File: src/rtl/core/dnpu_pkg.sv
package dnpu_pkg;

    // operand width default, the operand field is always 32 bits on the port
    localparam int DNPU_VALUE_W = 32;

    // field widths of the stream payloads
    localparam int MODE_W    = 3;
    localparam int VALUE_W   = 32;
    localparam int VERDICT_W = 2;
    localparam int NUM_W     = 34;

    // packed payload widths, padded to whole bytes
    localparam int IN_DATA_W  = ((MODE_W + VALUE_W + 7) / 8) * 8;
    localparam int OUT_DATA_W = ((VERDICT_W + NUM_W + 1 + 7) / 8) * 8;

    // decimal radix for the digit loops
    localparam int RADIX = 10;

    // operation codes
    typedef enum logic [MODE_W-1:0] {
        MODE_PARITY = 3'd0,
        MODE_PRIME  = 3'd1,
        MODE_PALIN  = 3'd2,
        MODE_SIGN   = 3'd3,
        MODE_REV    = 3'd4,
        MODE_SUM    = 3'd5
    } mode_t;

    // verdict codes
    localparam logic [VERDICT_W-1:0] VERDICT_FALSE = 2'd0;
    localparam logic [VERDICT_W-1:0] VERDICT_TRUE  = 2'd1;
    localparam logic [VERDICT_W-1:0] SIGN_POS      = 2'd0;
    localparam logic [VERDICT_W-1:0] SIGN_NEG      = 2'd1;
    localparam logic [VERDICT_W-1:0] SIGN_ZERO     = 2'd2;

endpackage

File: src/rtl/core/dnpu_divider.sv
module dnpu_divider #(
    parameter int W = 32
) (
    input  logic         clk,
    input  logic         rst_n,
    input  logic         start,
    input  logic [W-1:0] dividend,
    input  logic [W-1:0] divisor,
    output logic         done,
    output logic [W-1:0] remainder
);

    localparam int CNT_W = $clog2(W);

    logic [W-1:0]     rem_reg, rem_next;
    logic [W-1:0]     quo_reg, quo_next;
    logic [W-1:0]     div_reg, div_next;
    logic [CNT_W-1:0] cnt_reg, cnt_next;
    logic             busy_reg, busy_next;
    logic             done_reg, done_next;

    logic [W:0] shifted;
    logic [W:0] diff;
    logic       ge;

    // one restoring step per cycle
    assign shifted = {rem_reg, quo_reg[W-1]};
    assign ge      = shifted >= {1'b0, div_reg};
    assign diff    = shifted - {1'b0, div_reg};

    always_comb
    begin
        rem_next  = rem_reg;
        quo_next  = quo_reg;
        div_next  = div_reg;
        cnt_next  = cnt_reg;
        busy_next = busy_reg;
        done_next = 1'b0;
        if (start)
        begin
            rem_next  = '0;
            quo_next  = dividend;
            div_next  = divisor;
            cnt_next  = CNT_W'(W - 1);
            busy_next = 1'b1;
        end
        else if (busy_reg)
        begin
            rem_next = ge ? diff[W-1:0] : shifted[W-1:0];
            quo_next = {quo_reg[W-2:0], ge};
            cnt_next = cnt_reg - 1'b1;
            if (cnt_reg == '0)
            begin
                busy_next = 1'b0;
                done_next = 1'b1;
            end
        end
    end

    always_ff @(posedge clk or negedge rst_n)
    begin
        if (!rst_n)
        begin
            busy_reg <= 1'b0;
            done_reg <= 1'b0;
        end
        else
        begin
            busy_reg <= busy_next;
            done_reg <= done_next;
        end
    end

    always_ff @(posedge clk)
    begin
        rem_reg <= rem_next;
        quo_reg <= quo_next;
        div_reg <= div_next;
        cnt_reg <= cnt_next;
    end

    assign done      = done_reg;
    assign remainder = rem_reg;

endmodule

File: src/rtl/core/decimal_number_property_unit.sv
// channel   | dir | fields (tdata, lowest bit first)              | width
// s_axis    | in  | mode[2:0], value[34:3], zero pad [39:35]       | 40
// m_axis    | out | verdict[1:0], number[35:2], invalid[36], pad   | 40
//
// parity, sign and invalid modes go from the input transfer to ST_DONE, then to the output register
// prime test: up to floor(sqrt(n)) - 1 trial divisions, each run on the divider
// digit modes: ST_DIGIT_DIV then ST_DIGIT_ACC for each decimal digit, then ST_DONE
// trial division runs on the bit-serial divider, digits use a multiply by 1/10
// rst_n clears control state asynchronously; no memory, no clearing pass
// input is taken only while the sequencer is idle; a result waiting on
// m_axis does not block the next input transfer, only the next result
module decimal_number_property_unit
    import dnpu_pkg::*;
#(
    parameter int VALUE_WIDTH = DNPU_VALUE_W
) (
    input  logic                  clk,
    input  logic                  rst_n,
    input  logic                  s_axis_tvalid,
    output logic                  s_axis_tready,
    input  logic [IN_DATA_W-1:0]  s_axis_tdata,   // mode, value, pad
    output logic                  m_axis_tvalid,
    input  logic                  m_axis_tready,
    output logic [OUT_DATA_W-1:0] m_axis_tdata    // verdict, number, invalid, pad
);

    localparam int W = VALUE_WIDTH;

    // ceil(2^35 / 10), exact quotient by ten for any 32-bit operand
    localparam logic [31:0] TEN_RECIP = 32'hCCCC_CCCD;

    typedef enum logic [2:0] {
        ST_IDLE,
        ST_PRIME_CHECK,
        ST_PRIME_WAIT,
        ST_DIGIT_DIV,
        ST_DIGIT_ACC,
        ST_DONE
    } state_t;

    state_t             state_reg, state_next;
    logic [MODE_W-1:0]  mode_reg, mode_next;
    logic [W-1:0]       n_reg, n_next;       // operand as taken, never negative in the loops
    logic [W-1:0]       t_reg, t_next;       // remaining digits
    logic [W-1:0]       q_reg, q_next;       // remaining digits over ten
    logic [W-1:0]       d_reg, d_next;       // trial divisor
    logic [W-1:0]       sq_reg, sq_next;     // d squared
    logic [NUM_W-1:0]   acc_reg, acc_next;   // reversal or digit sum
    logic               start_reg, start_next;

    logic [VERDICT_W-1:0] res_verdict_reg, res_verdict_next;
    logic [NUM_W-1:0]     res_number_reg, res_number_next;
    logic                 res_invalid_reg, res_invalid_next;

    logic                 out_valid_reg, out_valid_next;
    logic [VERDICT_W-1:0] out_verdict_reg, out_verdict_next;
    logic [NUM_W-1:0]     out_number_reg, out_number_next;
    logic                 out_invalid_reg, out_invalid_next;

    // input fields
    logic [MODE_W-1:0]  in_mode;
    logic [VALUE_W-1:0] in_value;
    logic [W-1:0]       op;
    logic               op_neg;
    logic               op_zero;
    logic               op_le1;

    // trial divider
    logic         div_done;
    logic [W-1:0] div_rem;

    // divide by ten
    logic [31:0]  t_wide;
    logic [63:0]  ten_prod;
    logic [W-1:0] ten_quo;
    logic [W-1:0] digit;

    logic [NUM_W-1:0] acc_step;

    assign in_mode  = s_axis_tdata[MODE_W-1:0];
    assign in_value = s_axis_tdata[MODE_W+VALUE_W-1:MODE_W];
    assign op       = in_value[W-1:0];
    assign op_neg   = op[W-1];
    assign op_zero  = (op == '0);
    assign op_le1   = op_neg || op_zero || (op == W'(1));

    assign s_axis_tready = (state_reg == ST_IDLE);

    // trial division of the operand by the current divisor
    dnpu_divider #(
        .W (W)
    ) u_divider (
        .clk       (clk),
        .rst_n     (rst_n),
        .start     (start_reg),
        .dividend  (n_reg),
        .divisor   (d_reg),
        .done      (div_done),
        .remainder (div_rem)
    );

    // quotient by ten through a constant multiply, lowest digit from the registered quotient in ST_DIGIT_ACC
    assign t_wide   = 32'(t_reg);
    assign ten_prod = 64'(t_wide) * 64'(TEN_RECIP);
    assign ten_quo  = W'(ten_prod[63:35]);
    assign digit    = t_reg - W'(q_reg * RADIX);

    // next accumulator value: add the digit, or shift left one decimal place first
    always_comb
    begin
        if (mode_reg == MODE_SUM)
            acc_step = acc_reg + NUM_W'(digit);
        else
            acc_step = (acc_reg << 3) + (acc_reg << 1) + NUM_W'(digit);
    end

    always_comb
    begin
        state_next       = state_reg;
        mode_next        = mode_reg;
        n_next           = n_reg;
        t_next           = t_reg;
        q_next           = q_reg;
        d_next           = d_reg;
        sq_next          = sq_reg;
        acc_next         = acc_reg;
        start_next       = 1'b0;
        res_verdict_next = res_verdict_reg;
        res_number_next  = res_number_reg;
        res_invalid_next = res_invalid_reg;
        out_valid_next   = out_valid_reg;
        out_verdict_next = out_verdict_reg;
        out_number_next  = out_number_reg;
        out_invalid_next = out_invalid_reg;

        // result taken downstream
        if (out_valid_reg && m_axis_tready)
            out_valid_next = 1'b0;

        case (state_reg)
            ST_IDLE:
            begin
                if (s_axis_tvalid)
                begin
                    mode_next        = in_mode;
                    n_next           = op;
                    t_next           = op;
                    d_next           = W'(2);
                    sq_next          = W'(4);
                    acc_next         = '0;
                    res_verdict_next = VERDICT_FALSE;
                    res_number_next  = '0;
                    res_invalid_next = 1'b0;
                    state_next       = ST_DONE;
                    case (in_mode)
                        MODE_PARITY:
                            res_verdict_next = {1'b0, op[0]};
                        MODE_SIGN:
                            res_verdict_next = op_neg ? SIGN_NEG :
                                               (op_zero ? SIGN_ZERO : SIGN_POS);
                        MODE_PRIME:
                        begin
                            if (!op_le1)
                                state_next = ST_PRIME_CHECK;
                        end
                        MODE_PALIN, MODE_REV, MODE_SUM:
                        begin
                            // zero reads the same both ways, negatives give nothing
                            if (op_neg || op_zero)
                            begin
                                if (in_mode == MODE_PALIN && op_zero)
                                    res_verdict_next = VERDICT_TRUE;
                            end
                            else
                                state_next = ST_DIGIT_DIV;
                        end
                        default:
                            res_invalid_next = 1'b1;
                    endcase
                end
            end

            ST_PRIME_CHECK:
            begin
                if (sq_reg > n_reg)
                begin
                    res_verdict_next = VERDICT_TRUE;
                    state_next       = ST_DONE;
                end
                else
                begin
                    start_next = 1'b1;
                    state_next = ST_PRIME_WAIT;
                end
            end

            ST_PRIME_WAIT:
            begin
                if (div_done)
                begin
                    if (div_rem == '0)
                    begin
                        res_verdict_next = VERDICT_FALSE;
                        state_next       = ST_DONE;
                    end
                    else
                    begin
                        // (d + 1)^2 = d^2 + 2d + 1
                        d_next     = d_reg + 1'b1;
                        sq_next    = sq_reg + {d_reg[W-2:0], 1'b1};
                        state_next = ST_PRIME_CHECK;
                    end
                end
            end

            ST_DIGIT_DIV:
            begin
                q_next     = ten_quo;
                state_next = ST_DIGIT_ACC;
            end

            ST_DIGIT_ACC:
            begin
                acc_next = acc_step;
                t_next   = q_reg;
                if (q_reg == '0)
                begin
                    if (mode_reg == MODE_PALIN)
                        res_verdict_next = (acc_step == NUM_W'(n_reg)) ?
                                           VERDICT_TRUE : VERDICT_FALSE;
                    else
                        res_number_next = acc_step;
                    state_next = ST_DONE;
                end
                else
                    state_next = ST_DIGIT_DIV;
            end

            ST_DONE:
            begin
                // move into the output register once it is free
                if (!out_valid_reg || m_axis_tready)
                begin
                    out_valid_next   = 1'b1;
                    out_verdict_next = res_verdict_reg;
                    out_number_next  = res_number_reg;
                    out_invalid_next = res_invalid_reg;
                    state_next       = ST_IDLE;
                end
            end

            default:
                state_next = ST_IDLE;
        endcase
    end

    always_ff @(posedge clk or negedge rst_n)
    begin
        if (!rst_n)
        begin
            state_reg     <= ST_IDLE;
            start_reg     <= 1'b0;
            out_valid_reg <= 1'b0;
        end
        else
        begin
            state_reg     <= state_next;
            start_reg     <= start_next;
            out_valid_reg <= out_valid_next;
        end
    end

    always_ff @(posedge clk)
    begin
        mode_reg        <= mode_next;
        n_reg           <= n_next;
        t_reg           <= t_next;
        q_reg           <= q_next;
        d_reg           <= d_next;
        sq_reg          <= sq_next;
        acc_reg         <= acc_next;
        res_verdict_reg <= res_verdict_next;
        res_number_reg  <= res_number_next;
        res_invalid_reg <= res_invalid_next;
        out_verdict_reg <= out_verdict_next;
        out_number_reg  <= out_number_next;
        out_invalid_reg <= out_invalid_next;
    end

    assign m_axis_tvalid = out_valid_reg;
    assign m_axis_tdata  = {{(OUT_DATA_W - VERDICT_W - NUM_W - 1){1'b0}},
                            out_invalid_reg, out_number_reg, out_verdict_reg};

endmodule

File: config.mk
export PLATFORM = sky130hd
export DESIGN_NAME = decimal_number_property_unit
export DESIGN_NICKNAME = d
export VERILOG_FILES = /design/src/rtl/core/dnpu_pkg.sv /design/src/rtl/core/dnpu_divider.sv /design/src/rtl/core/decimal_number_property_unit.sv
export SDC_FILE = /design/constraint.sdc
export NUM_CORES = 2
export LEC_CHECK = 0
export BUFFER_PORTS_ARGS = -buffer_cell sky130_fd_sc_hd__clkbuf_2
export CORE_MARGIN = 3
export CORE_UTILIZATION = 55
export CTS_CLUSTER_DIAMETER = 120
export DETAILED_ROUTE_END_ITERATION = 12
export PLACE_DENSITY_LB_ADDON = 0.12
export SYNTH_ARGS = -nofsm -noshare
export SYNTH_HDL_FRONTEND = slang
export SYNTH_SLANG_ARGS = --single-unit
File: constraint.sdc
create_clock -name clk -period 19 [get_ports clk]
set_clock_uncertainty 0.1 [all_clocks]
set_input_delay 1.9 -clock clk [delete_from_list [all_inputs] [get_ports clk]]
set_output_delay 1.9 -clock clk [all_outputs]
set_load 0.03 [all_outputs]
==> out/metrics.yaml <==
outcome: "finished clean"
ys_warn_count: 0
path_max_fanout: 9
critPathBufInv: 1
synth_flop_cell: "edfxtp_1"
nets: 5448
worstPathRequired_ns: 19.25
io_pins: 86
slew_headroom_pct: 25.85
holdBufCountCts: 0
synth.area.top_cells: "edfxtp_1 (23%), fa_1 (21%), ha_1 (17%)"
cts_buffers: 42
seq_area_frac_synth_pct: 25.29
grt_pass1_wl_mm: 174.9
cts_tree: "yes"
cts_resized: 0
hold_path.class: "reg -> reg"
clkTransAtPathRegs_ns: 0.06
hold_violations: 0
start_util_pct: 56.10
synth.top_cell.area_share_pct: 23.17
synth-async-reset-ratio_pct: 1.862
r2r_end: "res_verdict_reg[0]$_DFFE_PP_"
reg2reg_from: "q_reg[3]$_DFFE_PP_"
core_um2: 76710
holdPathStages: 0
areaGrowthSynthToFinish_pct: 6.943
yosysTopAreaCell: "edfxtp_1"
dieArea_um2: 81640
worstPathArrival_ns: 9.39
clk_path_buf_depth: 3
grt_max_degree: 67
die_w_um: 285.7
cap_violations: 0
drt_iter0_markers: 2382
vias: 30544
ant_nets: 0
cts_htree_levels: 2
rrSetupSlack_ns: 9.85
cts_root_buffer: "clkbuf_16"
yosysUniqueCellTypes: 89
finalMaxSlewViolations: 0
firstDrtPassIters: 6
grt_overflow: 0
startpoint_type: "flip-flop"
max_freq_mhz: 109.3
drive_above_1_share_pct: 5.538
crit_top_cell: "o21ai_0"
worstHoldStart: "res_verdict_reg[0]$_DFFE_PP_"
grt_use_total_pct: 27.62
slowest_delay_ns: 0.53
syn_inst: 4322
yosysMostFrequentCell: "inv_1"
cp-end-kind: "flip-flop"
synth_commonest_cells: "inv_1 (867), ha_1 (581), fa_1 (450), edfxtp_1 (332), nand2_1 (229)"
synth_edf_count: 332
routabilityCongestion: 0.9481
port_buffers: 77
die_h_um: 285.7
min_to: "out_verdict_reg[0]$_DFFE_PP_"
path_class: "reg -> reg"
final_core_util_pct: 60.00
finalCriticalPeriod_ns: 9.147
ys_ff_latch: 376
worstMarginPinSlew_ns: 1.110
grt_antenna_before_repair: 2
critPathTopFamily: "compound AO/OA/AOI/OAI gates"
wl_per_cell_um: 20.37
rsz0062_at_grt: "no"
post_cts_buffers: 0
fin_setup_tns_ns: 0
period_share_pct: 48.14
post_drt_via_cell_ratio: 5.618
crit_slowest_cell: "or4_1"
insertion_delay_ns: 0.57
syn-cell-area_um2: 43040
rr_worst_depth: 37
wirelength_mm: 110.7
dpl.hpwl_mm: 92.32
drc_errors: 0
placement_rows: 101
setup_viol: 0
grt_pass1_vias: 30727
syn_area_per_cell_um2: 9.957
cts.sink_count: 376
==> cell families (layout without fill, tap and decap cells) <==
family	count (synthesis)	count (layout)	share of synthesized area [%]
other	1	4	0.008714
multiplexers	53	53	1.326
XOR/XNOR	253	253	5.213
AO/OA/AOI/OAI	793	793	12.18
flip-flops	376	376	25.29
AND/OR/NAND/NOR	858	858	9.722
buffers and inverters	957	1039	8.426
adder cells (fa/ha/maj)	1031	1031	37.83
==> layout make-up <==
cell class                 instances  area (µm²)
antenna                            1       2.502
clock buffer                      49        1087
clock inverter                    28       401.6
fill                            6732       30680
inverter                         867        3254
multi-input combinational       2991       28580
sequential                       376       10890
tap                             1030        1289
timing repair buffer              95       520.5
==> how the worst max path moves through the flow <==
stage,start,endpoint,slack [ns],cells after the start
floorplan,t_reg[12]$_DFFE_PP_,q_reg[23]$_DFFE_PP_,11.47,27
CTS,q_reg[3]$_DFFE_PP_,res_verdict_reg[0]$_DFFE_PP_,9.96,37
finish,q_reg[3]$_DFFE_PP_,res_verdict_reg[0]$_DFFE_PP_,9.85,37
global placement,t_reg[11]$_DFFE_PP_,q_reg[23]$_DFFE_PP_,10.02,28
detailed placement,t_reg[11]$_DFFE_PP_,q_reg[23]$_DFFE_PP_,10.02,28
global route,q_reg[3]$_DFFE_PP_,res_verdict_reg[0]$_DFFE_PP_,9.47,37
==> cell usage in the layout (no fill, tap or decap), types with 9 or more instances in the layout <==
cell,n
nor2_1,228
nor3_1,51
o211ai_1,16
dfxtp_1,37
nor3b_1,9
a21oi_1,222
inv_1,867
a2111oi_0,10
a22o_1,9
nor2b_1,32
nand2b_1,45
or3_1,23
a31oi_1,29
o31ai_1,16
buf_4,18
ha_1,581
mux2i_1,21
bufinv_16,9
o21bai_1,24
nand3_1,53
fa_1,450
o21a_1,37
mux2_2,32
o22ai_1,10
nor4_1,32
edfxtp_1,332
or2_2,13
nand2_1,227
and4_1,10
and3_1,36
o21ai_0,134
nand4_1,42
xor2_1,107
clkbuf_2,77
a21o_1,130
xnor2_1,144
a211oi_1,47
and2_1,26
clkbuf_16,42
==> per-layer routing <==
| metal | wire [µm] | vias to the layer above | GRT usage [%] |
|---|---|---|---|
| met5 | 0 | - | 0 |
| met4 | 3801 | 0 | 8.495 |
| met3 | 6461 | 167 | 3.530 |
| met2 | 50090 | 833 | 44.38 |
| met1 | 50370 | 14816 | 39.21 |
| li1 | - | 14728 | - |
==> stage by stage <==
stage | cell area (µm²) | cells | hold slack (ns) | setup WS, ns
floorplan | 43040 | 4324 | 0.3003 | 11.47
global placement | 44530 | 5359 | 0.3011 | 10.02
detailed placement | 44530 | 5359 | 0.3045 | 10.02
CTS | 46020 | 5436 | 0.3190 | 9.959
global route | 46020 | 5437 | 0.3210 | 9.471
finish | 46020 | 5437 | 0.3177 | 9.853
==> worst register-to-register path, delay by kind of cell, from the launching register on <==
kind | cells | cell delay [ns]
xor+xnor | 3 | 0.68
simple gates | 11 | 2.18
compound gates | 17 | 3.84
flops | 1 | 0.45
buf+inv | 1 | 0.06
fa+ha+maj | 5 | 1.62
Power is left out: the tool's default activity adds up to more than one toggle a clock period on the data nets, which glitch-free logic cannot reach.
